**src/rtl/div128_pkg.sv**
```systemverilog
package div128_pkg;

   localparam int FIELD_BITS        = 64;
   localparam int WORD_BITS_DEFAULT = 64;

   typedef struct packed {
      logic load;
      logic step;
   } cmd_type;

   typedef struct packed {
      logic divisor_zero;
   } status_type;

endpackage

```
**src/rtl/divide_128_by_64.sv**
```systemverilog
// channel   ports                                                     handshake
// request   req_divisor, req_dividend_low/high                        start && !busy
// response  rsp_quotient_low/high, rsp_remainder, rsp_divide_by_zero  rsp_valid, one cycle
//
// a word is divided by the shared subtractor between start and the response strobe,
// one quotient bit per cycle over the whole dividend
// a zero divisor skips the bit loop: response in the cycle after start
// busy stays high until the cycle after the strobe; start is ignored while busy
// reset clears the controller only; the response cannot be held off
module divide_128_by_64 #(
   parameter int WORD_BITS = div128_pkg::WORD_BITS_DEFAULT
) (
   input  logic                              clock,
   input  logic                              reset,
   input  logic                              start,
   output logic                              busy,
   input  logic [div128_pkg::FIELD_BITS-1:0] req_divisor,
   input  logic [div128_pkg::FIELD_BITS-1:0] req_dividend_low,
   input  logic [div128_pkg::FIELD_BITS-1:0] req_dividend_high,
   output logic                              rsp_valid,
   output logic [div128_pkg::FIELD_BITS-1:0] rsp_quotient_low,
   output logic [div128_pkg::FIELD_BITS-1:0] rsp_quotient_high,
   output logic [div128_pkg::FIELD_BITS-1:0] rsp_remainder,
   output logic                              rsp_divide_by_zero
);
   import div128_pkg::*;

   cmd_type    cmd;
   status_type status;

   div128_ctrl #(
      .WORD_BITS (WORD_BITS)
   ) u_ctrl (
      .clock     (clock),
      .reset     (reset),
      .start     (start),
      .busy      (busy),
      .rsp_valid (rsp_valid),
      .status    (status),
      .cmd       (cmd)
   );

   div128_dp #(
      .WORD_BITS (WORD_BITS)
   ) u_dp (
      .clock              (clock),
      .cmd                (cmd),
      .status             (status),
      .req_divisor        (req_divisor),
      .req_dividend_low   (req_dividend_low),
      .req_dividend_high  (req_dividend_high),
      .rsp_quotient_low   (rsp_quotient_low),
      .rsp_quotient_high  (rsp_quotient_high),
      .rsp_remainder      (rsp_remainder),
      .rsp_divide_by_zero (rsp_divide_by_zero)
   );

endmodule

```
**src/rtl/div128_ctrl.sv**
```systemverilog
module div128_ctrl #(
   parameter int WORD_BITS = div128_pkg::WORD_BITS_DEFAULT
) (
   input  logic                   clock,
   input  logic                   reset,
   input  logic                   start,
   output logic                   busy,
   output logic                   rsp_valid,
   input  div128_pkg::status_type status,
   output div128_pkg::cmd_type    cmd
);
   import div128_pkg::*;

   localparam int STEPS    = 2 * WORD_BITS;
   localparam int CNT_BITS = $clog2(STEPS);

   localparam logic [1:0] ST_IDLE = 2'd0;
   localparam logic [1:0] ST_RUN  = 2'd1;
   localparam logic [1:0] ST_DONE = 2'd2;

   logic [1:0]          state_ff, state_in;
   logic [CNT_BITS-1:0] count_ff, count_in;
   logic                accept;

   assign busy      = (state_ff != ST_IDLE);
   assign rsp_valid = (state_ff == ST_DONE);
   assign accept    = start && !busy;

   always_comb begin
      cmd.load = accept;
      cmd.step = (state_ff == ST_RUN);
   end

   always_comb begin
      state_in = state_ff;
      count_in = count_ff;
      unique case (state_ff)
         ST_IDLE: begin
            if (accept) begin
               count_in = CNT_BITS'(STEPS - 1);
               state_in = status.divisor_zero ? ST_DONE : ST_RUN;
            end
         end
         ST_RUN: begin
            count_in = count_ff - 1'b1;
            if (count_ff == '0) begin
               state_in = ST_DONE;
            end
         end
         ST_DONE: begin
            state_in = ST_IDLE;
         end
         default: begin
            state_in = ST_IDLE;
         end
      endcase
   end

   always_ff @(posedge clock) begin
      if (reset) begin
         state_ff <= ST_IDLE;
         count_ff <= '0;
      end else begin
         state_ff <= state_in;
         count_ff <= count_in;
      end
   end

endmodule

```
**src/rtl/div128_dp.sv**
```systemverilog
module div128_dp #(
   parameter int WORD_BITS = div128_pkg::WORD_BITS_DEFAULT
) (
   input  logic                              clock,
   input  div128_pkg::cmd_type               cmd,
   output div128_pkg::status_type            status,
   input  logic [div128_pkg::FIELD_BITS-1:0] req_divisor,
   input  logic [div128_pkg::FIELD_BITS-1:0] req_dividend_low,
   input  logic [div128_pkg::FIELD_BITS-1:0] req_dividend_high,
   output logic [div128_pkg::FIELD_BITS-1:0] rsp_quotient_low,
   output logic [div128_pkg::FIELD_BITS-1:0] rsp_quotient_high,
   output logic [div128_pkg::FIELD_BITS-1:0] rsp_remainder,
   output logic                              rsp_divide_by_zero
);
   import div128_pkg::*;

   logic [WORD_BITS-1:0]   divisor_ff;
   logic [WORD_BITS-1:0]   rem_ff;
   logic [2*WORD_BITS-1:0] quo_ff;
   logic                   dbz_ff;
   logic [WORD_BITS:0]     shifted;
   logic [WORD_BITS+1:0]   trial;
   logic                   fits;

   assign status.divisor_zero = (req_divisor[WORD_BITS-1:0] == '0);

   // partial remainder shifted left with the next dividend bit, then trial subtract
   assign shifted = {rem_ff, quo_ff[2*WORD_BITS-1]};
   assign trial   = {1'b0, shifted} - {2'b00, divisor_ff};
   assign fits    = !trial[WORD_BITS+1];

   always_ff @(posedge clock) begin
      if (cmd.load) begin
         divisor_ff <= req_divisor[WORD_BITS-1:0];
         rem_ff     <= '0;
         quo_ff     <= {req_dividend_high[WORD_BITS-1:0], req_dividend_low[WORD_BITS-1:0]};
         dbz_ff     <= status.divisor_zero;
      end else if (cmd.step) begin
         rem_ff <= fits ? trial[WORD_BITS-1:0] : shifted[WORD_BITS-1:0];
         quo_ff <= {quo_ff[2*WORD_BITS-2:0], fits};
      end
   end

   assign rsp_quotient_low   = dbz_ff ? '0 : FIELD_BITS'(quo_ff[WORD_BITS-1:0]);
   assign rsp_quotient_high  = dbz_ff ? '0 : FIELD_BITS'(quo_ff[2*WORD_BITS-1:WORD_BITS]);
   assign rsp_remainder      = dbz_ff ? '0 : FIELD_BITS'(rem_ff);
   assign rsp_divide_by_zero = dbz_ff;

endmodule

```
**config.mk**
```make
export PLATFORM = sky130hd
export DESIGN_NAME = divide_128_by_64
export DESIGN_NICKNAME = d
export VERILOG_FILES = /design/src/rtl/div128_pkg.sv /design/src/rtl/divide_128_by_64.sv /design/src/rtl/div128_ctrl.sv /design/src/rtl/div128_dp.sv
export SDC_FILE = /design/constraint.sdc
export NUM_CORES = 1
export LEC_CHECK = 0
export ABC_AREA = 1
export ABC_CLOCK_PERIOD_IN_PS = 6010
export BUFFER_PORTS_ARGS = -buffer_cell sky130_fd_sc_hd__buf_4
export CAP_MARGIN = 25
export CORE_AREA = 5 5 188 190
export DETAILED_ROUTE_END_ITERATION = 6
export DIE_AREA = 0 0 193 195
export PLACE_DENSITY = 0.77
export SYNTH_ARGS = -nofsm -noshare
export SYNTH_HDL_FRONTEND = slang
export SYNTH_SLANG_ARGS = --single-unit
export TNS_END_PERCENT = 100
```
**constraint.sdc**
```tcl
create_clock -name clock -period 6.01 [get_ports clock]
set_input_delay 0.601 -clock clock [delete_from_list [all_inputs] [get_ports clock]]
set_output_delay 0.601 -clock clock [all_outputs]
set_load 0.01 [all_outputs]
```
-- Word level (Yosys, flattened, before mapping)
Index checks and enable logic that the tools add are counted.
Widths: inputs -> output; s select.
- add/sub/neg operators: 2
- equal/unequal tests: 4
- reductions and logical operators: 11
- multiplexer cells: 12
- operators by type and width (kind ; count):
    $mux 128 ; 2
    $mux 64 ; 4
    $sub 65x64->66 ; 1
    $logic_not 64->1 ; 1
    $pmux 7 s2 ; 1
    $logic_not 7->1 ; 1
    $mux 7 ; 1
    $sub 7x1->7 const B ; 1
    $mux 2 ; 3
    $reduce_bool 2->1 ; 3
    $ne 2x1->1 const B ; 2
    $pmux 2 s2 ; 1
    $reduce_and 2->1 ; 2
    $eq 2x1->1 const B ; 1
    $eq 2x2->1 const B ; 1
    $logic_not 1->1 ; 2
    $logic_not 2->1 ; 1
    $logic_and 1x1->1 ; 1
- register bits after elaboration: 266
- word-level logic and storage cells: 35
- input port bits: 195

-- Longest topological paths before layout
Gate-level depths: netlist (run 1).
- depth after elaboration: 5
- mapped depth: 19

-- Cells and area by module
A second synthesis (run 1) with hierarchy kept.
- cell total of the unflattened synthesis: 2723
- area, all modules: 18360.1 um2
- modules (own cells, without submodules) (module ; cells each ; area each (um2) ; instances):
    div128_dp ; 2646 ; 17829.6 ; 1
    div128_ctrl ; 77 ; 530.5 ; 1

-- Worst setup path before layout (run 1)
No wires, ideal clock.
- kind: input-to-reg
- from: in start
- to: reg u_dp.quo_ff[0], enable pin
- path buffers: 1
- slack: 839 ps
- library setup time: 544 ps
- arrival time: 4627 ps
- stages: 5
- cell sequence: nand2_1 -> clkinv_1 -> nor2_1 -> inv_1 -> clkbuf_1
- longest elaborated chain between the ends: 2
- ends and longest elaborated chain (item ; line ; text):
    start, declared ; divide_128_by_64.sv:15 ; input logic start,
    $logic_and 1x1->1 ; div128_ctrl.sv:27 ; assign accept = start && !busy;
    $reduce_bool 2->1 (no source line) ; - ;
    end signal, assigned ; div128_dp.sv:36 ; quo_ff <= {req_dividend_high[WORD_BITS-1:0], req_dividend_low[WORD_BITS-1:0]};
    end signal, assigned ; div128_dp.sv:40 ; quo_ff <= {quo_ff[2*WORD_BITS-2:0], fits};
    end, declared ; div128_dp.sv:19 ; logic [2*WORD_BITS-1:0] quo_ff;
No other way between the ends.
A chain may end at the register's enable or synchronous reset.

-- Worst setup path after layout (run 1)
- from: reg u_dp.divisor_ff[7]
- to: reg u_dp.rem_ff[4]
- longest elaborated chain between the ends: 2
- ends and longest elaborated chain (item ; line ; text):
    start, declared ; div128_dp.sv:17 ; logic [WORD_BITS-1:0] divisor_ff;
    start signal, assigned ; div128_dp.sv:34 ; divisor_ff <= req_divisor[WORD_BITS-1:0];
    $sub 65x64->66 ; div128_dp.sv:29 ; assign trial = {1'b0, shifted} - {2'b00, divisor_ff};
    $mux 64 ; div128_dp.sv:39 ; rem_ff <= fits ? trial[WORD_BITS-1:0] : shifted[WORD_BITS-1:0];
    end signal, assigned ; div128_dp.sv:39 ;
    end, declared ; div128_dp.sv:18 ; logic [WORD_BITS-1:0] rem_ff;
No other way between the ends.

==> results of run 1 <==
## logic make-up after synthesis
group / count (synthesis) / synth area share, %
xor gates and xnor gates: 31 / 1.50
AOI/OAI and AO/OA: 240 / 6.85
and+or+nand+nor: 1430 / 32.2
adders and majority gates: 67 / 4.67
DFF: 266 / 40.1
buffers and inverters: 675 / 14.6
## state kept, by name (all words and copies together), names as in the netlist
signal / cells
u_ctrl.count_ff: 7
u_ctrl.state_ff: 2
u_dp.divisor_ff: 64
u_dp.quo_ff: 128
u_dp.rem_ff: 64
u_dp.rsp_divide_by_zero: 1
## power breakdown
part / total (mW) / internal (mW) / switching (mW)
Sequential: 2.56 / 2.39 / 0.168
Combinational: 3.68 / 1.28 / 2.40
Clock: 1.83 / 1.04 / 0.785
Total: 8.07 / 4.71 / 3.35
## area by class of cell
type | instances | area, µm²
Inverter | 592 | 2230
Multi-Input combinational cell | 1768 | 8200
Fill cell | 2905 | 11000
Clock inverter | 18 | 166
Sequential cell | 266 | 7260
Clock buffer | 38 | 811
Tap cell | 448 | 561
Timing Repair Buffer | 400 | 3060
Antenna cell | 2 | 5.00
## cells in the mapped netlist (all sizes together)
cell type	instances
nand2	867
inv	589
nor2	315
edfxtp	193
nand3	176
o21ai	171
dfxtp	73
ha	66
clkbuf	58
a21oi	55
xnor2	30
buf	25
nor4	23
nand4	17
nand3b	14
nor3	13
o21bai	5
a211oi	4
and2	4
clkinv	3
a31oi	2
a221oi	1
a311oi	1
fa	1
o21a	1
or2	1
xor2	1
## per-layer routing
layer / up-vias / share of wire, %
li1: 9018 / -
met2: 745 / 49
met3: 146 / 7.8
met4: 0 / 4.8
met1: 8343 / 38
met5: - / 0
## per-stage QoR
step           setup WS (ns)  power, mW
2_1_floorplan          0.839       4.98
3_3_place_gp            2.35       6.13
3_5_place_dp            2.26       6.20
4_1_cts                 2.46       8.04
5_1_grt                 2.81       8.60
6_report                2.99       8.07
## worst max-delay path by stage
stage	startpoint	end	slack (ns)	depth (start not counted)
3_3_place_gp	start	u_dp.quo_ff[49]$_DFFE_PP_	2.35	7
4_1_cts	u_ctrl.state_ff[0]$_SDFFE_PP0P_	u_dp.quo_ff[65]$_DFFE_PP_	2.46	7
5_1_grt	u_dp.divisor_ff[7]$_DFFE_PP_	u_dp.rem_ff[50]$_SDFFE_PP0P_	2.81	19
6_report	u_dp.divisor_ff[7]$_DFFE_PP_	u_dp.rem_ff[4]$_SDFFE_PP0P_	2.99	17
3_5_place_dp	start	u_dp.quo_ff[51]$_DFFE_PP_	2.26	7
2_1_floorplan	start	u_dp.quo_ff[0]$_DFFE_PP_	0.84	5
==> out/summary.txt, run 1 <==
fin. max-slew vios: 0
Die ar.: 0.0376 mm²
Synth top area share: 32.0%
grt ovf: 0
hold buffers post-CTS: 0
clock root cell: clkbuf_16
cell taking the most area after synthesis: edfxtp_1
R2R Path End: u_dp.rem_ff[4]$_SDFFE_PP0P_
Initial Util: 54.4%
DRC: 0
DR vias/cell: 5.17
die height: 195 µm
number of global-route vias before repair: 18100
initial antenna violation count: 2
most frequent cells in the layout: 859 x nand2_1, 583 x inv_1, 397 x buf_4
Crit Path Max Fanout: 65
Post-Route Skew: 0.0240 ns
Hold Crit Class: in -> reg
Ports: 390
dpl cells: 3471
CTS sink count: 266
count of final setup violators: 0
post-route clock period utilization: 50.2%
final instance area: 0.0223 mm²
Reg2Reg Depth: 17
first-pass GRT wire length: 96800 µm
clock tree buffer depth: 3
synthesized instance count: 2709
Area Overhead vs Synth: 23.3%
Util after Layout: 67.0%
Ys Warns: 0
hold slack: 0.187 ns
commonest non-fill, non-tap cell in the layout: nand2_1
P_leak: 11.9 nW
Crit path max-delay family: simple AND/OR/NAND/NOR gates
hold path endpoint: u_dp.divisor_ff[59]$_DFFE_PP_
startpoint types: flop
met2 Use GR: 56.5%
Post-DRT Antenna Nets: 0
share of post-route cells with drive strength above 1: 15.5%
fmax: 331 MHz
status: finished clean
syn_nets: 2971
drt first-iter violations: 1266
Worst R2R Start: u_dp.divisor_ff[7]$_DFFE_PP_
CP dominant cell by count: nand2_2
CTS tree: done
CTS Buf Count: 30
Seq cells post-synth: 266
routability cong.: 1.01
cell area after synthesis: 0.0181 mm²
fin nets: 3320
power per standard cell area: 362 mW/mm²
Worst Max-Slew Pin Slew: 1.15 ns
Cell Chain, Critical Path: inv_1 -> ha_1 -> nand2_2 -> inv_2 -> nand2_1 -> nand2_1 -> inv_2 -> nand3_2 -> nand2_1 -> nand2_2 -> nand2_2 -> nand2_2 -> nand2_2 -> buf_4 -> nand3_1 -> nand3_1 -> o21ai_0
Reg clk slew, reported paths: 0.06 ns
Gates resized, CTS repair: 0
WP data required: 6.48 ns
Crit path largest cell delay: 0.61 ns
WL per Instance: 17.8 µm
kind of critical path: reg -> reg
Max VDD drop: 0.273 mV
gr busiest metal: met2
ranking of synthesized cells by area: edfxtp_1 32%, nand2_1 18%, inv_1 12%
Fin. Hold Viols: 0
maxcap violations: 0
RSZ-0062 raised after global routing: false
final worst path period need: 3.02 ns
Post-CTS Setup Bufs: 0
Syn Area/Cell: 6.68 µm²
final wirelength: 63000 µm
placed instance area: 0.0212 mm²
Die Wd: 193 µm
sequential area share after synthesis: 40.1%
post-synth cell types: 39
Worst Hold Launch: req_divisor[59]
DR pass1 iterations: 6
CP Buf/Inv Count: 4
DP HPWL: 48800 µm
Clock Latency Late Sink: 0.60 ns
gr usage total: 32.4%
core area: 0.0333 mm²
Slew HR: 22.5%
Critical Path End Type: flop
FF-to-FF setup slack: 2.99 ns
Worst path slowest cell: buf_4
met3 Track Usage GR: 6.59%
Via Count: 18300
H-tree levels: 1
Hold Crit Depth: 1
largest net degree at the start of global routing: 184
fin cells: 3532
crit path DAT: 3.48 ns
Rows: 67
port bufs: 389
Fin Setup TNS: 0 ns
met1 Usage GRT: 38.9%
Power figures use the tool's default switching activity.
==> run 2: changes to the inputs <==
--- a/config.mk
+++ b/config.mk
@@ -5,14 +5,14 @@
 export SDC_FILE = /design/constraint.sdc
 export NUM_CORES = 1
 export LEC_CHECK = 0
-export ABC_AREA = 1
-export ABC_CLOCK_PERIOD_IN_PS = 6010
+export ABC_AREA = 0
+export ABC_CLOCK_PERIOD_IN_PS = 2900
 export BUFFER_PORTS_ARGS = -buffer_cell sky130_fd_sc_hd__buf_4
 export CAP_MARGIN = 25
-export CORE_AREA = 5 5 188 190
+export CORE_AREA = 5 5 176 178
 export DETAILED_ROUTE_END_ITERATION = 6
-export DIE_AREA = 0 0 193 195
-export PLACE_DENSITY = 0.77
+export DIE_AREA = 0 0 181 183
+export PLACE_DENSITY = 0.78
 export SYNTH_ARGS = -nofsm -noshare
 export SYNTH_HDL_FRONTEND = slang
 export SYNTH_SLANG_ARGS = --single-unit
==> constraint.sdc (replaced) <==
create_clock -name clock -period 2.9 [get_ports clock]
set_input_delay 0.29 -clock clock [delete_from_list [all_inputs] [get_ports clock]]
set_output_delay 0.29 -clock clock [all_outputs]
set_load 0.01 [all_outputs]
==> out/summary.txt, run 2 <==
status: complete, but fails checks
failing checks: setup timing
core area: 0.0292 mm²
DR vias/cell: 5.82
largest net degree at the start of global routing: 131
Cell Chain, Critical Path: ha_4 -> fa_2 -> and2b_1 -> o2111a_2 -> o21ai_2 -> a2111o_1 -> a21oi_2 -> a311oi_4 -> o311a_4 -> nor4_4 -> o311ai_2 -> a31o_1
Die ar.: 0.0331 mm²
Clock Latency Late Sink: 0.58 ns
Ys Warns: 0
CP Buf/Inv Count: 0
CTS Buf Count: 29
hold slack: 0.0196 ns
kind of critical path: reg -> reg
power per standard cell area: 748 mW/mm²
CTS sink count: 266
Hold Crit Class: in -> reg
commonest non-fill, non-tap cell in the layout: buf_4
final wirelength: 61000 µm
biggest regs: u_dp.quo_ff x128, u_dp.divisor_ff x64, u_dp.rem_ff x64
Routed met3 length: 5270 µm
clock tree buffer depth: 3
fmax: 309 MHz
DP HPWL: 41300 µm
Synth top area share: 36.6%
ranking of synthesized cells by area: edfxtp_1 37%, dfxtp_1 9.2%, mux2_2 9.0%
Via Count: 15500
Critical Path End Type: flop
startpoint types: flop
DR pass1 iterations: 7
max reg flops: 128
M1 WL: 21300 µm
Slew HR: 43.9%
maxcap violations: 0
combinational power share: 47.6%
Post-Route Skew: 0.0170 ns
crit path DAT: 3.71 ns
DRC: 0
fin. max-slew vios: 0
ys async rst share: 0%
Int Pwr: 11.1 mW
routability cong.: 0.940
Fin. Hold Viols: 0
grt ovf: 0
cell area after synthesis: 0.0158 mm²
post-synth cell types: 80
most frequent cells in the layout: 618 x buf_4, 198 x nor2b_1, 193 x edfxtp_1
Max VDD drop: 0.595 mV
final setup margin: -0.338 ns
Area Overhead vs Synth: 46.7%
Top reg by flops: u_dp.quo_ff
Switching Share: 36.1%
Post-synth EDFFs: 193
syn_nets: 1829
die height: 183 µm
WL per Instance: 23.0 µm
synthesized instance count: 1567
share of post-route cells with drive strength above 1: 38.5%
most frequent cells after synthesis: 199 x nor2b_1, 193 x edfxtp_1, 127 x mux2_2
gr usage total: 34.2%
P_leak: 10.2 nW
drt first-iter violations: 1179
Worst Max-Slew Pin Slew: 0.841 ns
H-tree levels: 1
Syn Area/Cell: 10.1 µm²
Crit path max-delay family: compound AO/OA/AOI/OAI gates
Synth Flop Type: edfxtp_1
met2 wire len: 30500 µm
Rows: 63
final worst path period need: 3.24 ns
total net switching power: 6.27 mW
Die Wd: 181 µm
WP data required: 3.38 ns
sequential share of power: 30.5%
cell with the most instances after synthesis: nor2b_1
Crit path largest cell delay: 0.42 ns
count of final setup violators: 64
Post-DRT Antenna Nets: 0
pre-CTS setup slack: -0.365 ns
CTS tree: done
fin nets: 2501
Ports: 390
clock root cell: clkbuf_16
Worst path slowest cell: edfxtp_1
initial antenna violation count: 3
Initial Util: 54.2%
Crit Path Max Fanout: 4
RSZ-0062 raised after global routing: true
Seq cells post-synth: 266
max layer used: met4
Clock power frac: 21.8%
port bufs: 389
post-route clock period utilization: 112%
Reg clk slew, reported paths: 0.07 ns
cell taking the most area after synthesis: edfxtp_1
number of global-route vias before repair: 15900
sequential area share after synthesis: 45.8%
Total Power: 17.4 mW
first-pass GRT wire length: 90100 µm
## run 2: routing by layer
layer,vias to the layer above,global-route usage [%]
met5,-,0
met4,0,17.3
li1,7004,-
met3,228,8.21
met1,7366,38.5
met2,861,61.0
## run 2: timing repair
item / in CTS / in global routing
setup endpoints to repair: 65 / 65
gates resized for setup: 33 / 28
cloned: 4 / 4
hold buffers: 99 / 0
pin swaps: 22 / 11
endpoints found under the hold margin: 107 / 0
setup buffers: 17 / 4
## run 2: worst paths after layout
path                                     endpoint                            start  slack, ns  cells past startpoint
setup / recovery     u_dp.rem_ff[48]$_SDFFE_PP0P_     u_dp.divisor_ff[0]$_DFFE_PP_      -0.34                     12
hold / removal          u_dp.quo_ff[33]$_DFFE_PP_             req_dividend_low[33]       0.02                      2
setup reg to reg     u_dp.rem_ff[48]$_SDFFE_PP0P_     u_dp.divisor_ff[0]$_DFFE_PP_      -0.34                     12
hold reg to reg   u_ctrl.count_ff[5]$_SDFFE_PP0P_  u_ctrl.count_ff[5]$_SDFFE_PP0P_       0.50                      1
## run 2: through the flow
stage	std cells	util (%)	TNS, ns	cell area [µm²]
2_1_floorplan	1567	-	-17.10	15900
3_3_place_gp	2475	70.8	-7.02	20700
3_5_place_dp	2475	70.8	-9.43	20700
4_1_cts	2649	78.7	-3.98	23000
5_1_grt	2655	79.5	-18.45	23200
6_report	2655	79.5	-7.32	23200
## run 2: final cells by class
class | count | area [µm²]
Sequential cell | 266 | 7260
Clock inverter | 17 | 149
Timing Repair Buffer | 738 | 6070
Inverter | 90 | 342
Fill cell | 1721 | 6000
Tap cell | 390 | 488
Multi-Input combinational cell | 1114 | 8130
Antenna cell | 3 | 7.51
Clock buffer | 37 | 806
## run 2: cell families (layout without fill, tap and decap cells)
family	count (synthesis)	in the layout	share of synthesized area (%)
AOI/OAI and AO/OA	349	349	14.2
xor gates and xnor gates	53	53	2.93
adders and majority gates	67	67	5.34
buffers and inverters	187	882	4.67
DFF	266	266	45.8
muxes	144	144	10.1
other	0	3	0
and+or+nand+nor	501	501	16.9
## run 2: worst reg2reg max path: cells and delay by family, from the launching register on
kind	cells	cell delay, ns
AO/OA/AOI/OAI	8	1.78
adder cells (fa/ha/maj)	2	0.51
flip-flops	1	0.42
AND/OR/NAND/NOR	2	0.42
## run 2: power by group through the flow
| stage | registers [mW] | clock network, mW | logic (mW) |
|---|---|---|---|
| after floorplan | 5.26 | 0 | 3.99 |
| after global placement | 5.30 | 0 | 7.02 |
| after detailed placement | 5.32 | 0 | 7.13 |
| after CTS | 5.26 | 3.80 | 7.77 |
| after global routing | 5.35 | 4.00 | 8.80 |
| final | 5.31 | 3.80 | 8.28 |
==> run 3: changes to the inputs <==
--- a/config.mk
+++ b/config.mk
@@ -7,12 +7,13 @@
 export LEC_CHECK = 0
 export ABC_AREA = 0
 export ABC_CLOCK_PERIOD_IN_PS = 2900
-export BUFFER_PORTS_ARGS = -buffer_cell sky130_fd_sc_hd__buf_4
 export CAP_MARGIN = 25
-export CORE_AREA = 5 5 176 178
+export CORE_AREA = 5 5 163 165
 export DETAILED_ROUTE_END_ITERATION = 6
-export DIE_AREA = 0 0 181 183
-export PLACE_DENSITY = 0.78
+export DIE_AREA = 0 0 168 170
+export DONT_BUFFER_PORTS = 1
+export MAX_ROUTING_LAYER = met4
+export PLACE_DENSITY = 0.77
 export SYNTH_ARGS = -nofsm -noshare
 export SYNTH_HDL_FRONTEND = slang
 export SYNTH_SLANG_ARGS = --single-unit
==> out/summary.txt, run 3 (synthesized netlist as in run 2, its figures left out) <==
routability cong.: 0.963
DR pass1 iterations: 7
maxcap violations: 0
share of post-route cells with drive strength above 1: 28.6%
multi-input logic area: 0.00866 mm²
gr usage total: 40.7%
RSZ-0062 raised after global routing: true
core area: 0.0249 mm²
fin. max-slew vios: 0
Die ar.: 0.0286 mm²
Area Overhead vs Synth: 37.5%
number of global-route vias before repair: 15100
Clock Latency Late Sink: 0.59 ns
drt first-iter violations: 2267
count of final setup violators: 65
power per standard cell area: 836 mW/mm²
post-route clock period utilization: 117%
Post-DRT Antenna Nets: 0
commonest non-fill, non-tap cell in the layout: buf_4
final setup margin: -0.480 ns
Die Wd: 168 µm
grt ovf: 0
Slew HR: 14.2%
status: complete, but fails checks
Hold Crit Class: in -> reg
Crit Path Max Fanout: 4
final worst path period need: 3.38 ns
Post-Route Skew: 0.0203 ns
Reg area: 0.00726 mm²
WL per Instance: 30.0 µm
Via Count: 15800
fmax: 296 MHz
most frequent cells in the layout: 198 x buf_4, 196 x nor2b_1, 193 x dlygate4sd3_1, 193 x edfxtp_1, 127 x mux2_2
crit path DAT: 3.86 ns
first-pass GRT wire length: 88700 µm
Max VDD drop: 0.683 mV
Fin. Hold Viols: 0
Top reg by flops: u_dp.quo_ff
DP HPWL: 37100 µm
Reg clk slew, reported paths: 0.07 ns
max reg flops: 128
fin cells: 2285
largest net degree at the start of global routing: 94
P_leak: 8.71 nW
Critical Path End Type: flop
initial antenna violation count: 1
startpoint types: flop
clock root cell: clkbuf_16
CTS Buf Count: 29
Ports: 390
WP data required: 3.38 ns
Worst Max-Slew Pin Slew: 1.28 ns
dpl cells: 1994
DR vias/cell: 6.93
final wirelength: 68600 µm
DRC: 9
biggest regs: u_dp.quo_ff x128, u_dp.divisor_ff x64, u_dp.rem_ff x64
Fin Setup TNS: -17.74 ns
kind of critical path: reg -> reg
port bufs: 0
final-layout fill cell count: 1034
failing checks: DRC, setup timing
CTS tree: done
die height: 170 µm
Initial Util: 63.7%
fin nets: 2192
CTS sink count: 266
H-tree levels: 1
clock tree buffer depth: 3
Rows: 58
-- run 3: cell count changes in the layout (fill, tap and decap cells not counted), moves of 8 or more --
cell / previous run / this run
buf_4: 618 / 198
dlygate4sd3_1: 99 / 193
a21oi_1: 102 / 77
a21oi_2: 8 / 25
buf_6: 4 / 19
nor2_1: 77 / 62
ha_1: 65 / 54
ha_4: 1 / 11
a21oi_4: 0 / 8
nor2_2: 1 / 9
o21ai_2: 3 / 11
-- run 3: repair_timing --
item                                    4_1_cts  5_1_grt
hold buffers                                193        0
buffers inserted                             14       26
cloned                                        4        5
hold endpoints to repair                    201        0
pin swaps                                    30       57
gates resized for setup                      55      140
endpoints found under the setup margin       59       61
-- run 3: final cells by class --
cell class,count,area share (%)
Antenna cell,3,0.0345
Clock buffer,34,3.46
Tap cell,330,1.89
Timing Repair Buffer,429,18.6
Multi-Input combinational cell,1114,39.7
Inverter,90,1.57
Clock inverter,19,1.41
Sequential cell,266,33.3
-- run 3: through the flow --
| stage | total power [mW] | hold slack, ns | util, % | worst slack, ns | instance area [µm²] |
|---|---|---|---|---|---|
| 2_1_floorplan | 9.24 | 0.389 | - | -0.131 | 15900 |
| 3_3_place_gp | 11.3 | 0.362 | 70.3 | -0.336 | 17500 |
| 3_5_place_dp | 11.4 | 0.362 | 70.3 | -0.404 | 17500 |
| 4_1_cts | 16.3 | 0.191 | 84.0 | -0.353 | 20900 |
| 5_1_grt | 18.7 | 0.213 | 87.5 | -0.549 | 21800 |
| 6_report | 18.2 | 0.217 | 87.5 | -0.480 | 21800 |
-- run 3: worst max-delay path, stage by stage, from the launching register on --
cell and delay (ns):
edfxtp_1 0.37, inv_2 0.07, ha_4 0.16, fa_2 0.36, and2b_1 0.23, o2111a_2 0.25, o21ai_2 0.07, a2111o_1 0.42
a21oi_2 0.21, a311oi_2 0.16, o311a_4 0.39, nor4_4 0.22, o311ai_1 0.14, a31o_1 0.21
-- run 3: path summary, 6_finish.rpt --
check / slack (ns) / startpoint / depth (start not counted) / to
worst min-delay path: 0.22 / req_divisor[5] / 4 / u_dp.rsp_divide_by_zero$_DFFE_PP_
worst min register to register: 0.51 / u_dp.rem_ff[24]$_SDFFE_PP0P_ / 2 / u_dp.rem_ff[24]$_SDFFE_PP0P_
worst max-delay path: -0.48 / u_dp.quo_ff[127]$_DFFE_PP_ / 13 / u_dp.rem_ff[48]$_SDFFE_PP0P_
worst max register to register: -0.48 / u_dp.quo_ff[127]$_DFFE_PP_ / 13 / u_dp.rem_ff[48]$_SDFFE_PP0P_
-- run 3: report_power, final --
group	internal [mW]	switching (mW)	total (mW)
Sequential	4.90	0.605	5.50
Clock	2.58	1.73	4.31
Combinational	3.74	4.67	8.41
Total	11.2	7.01	18.2
-- run 3: per-layer routing --
metal	GRT usage (%)	routed length, µm	vias to the layer above
li1	-	-	6381
met1	46.6	22300	7326
met2	67.2	31400	1592
met3	7.15	7970	534
met4	24.4	6970	0
met5	-	0	-
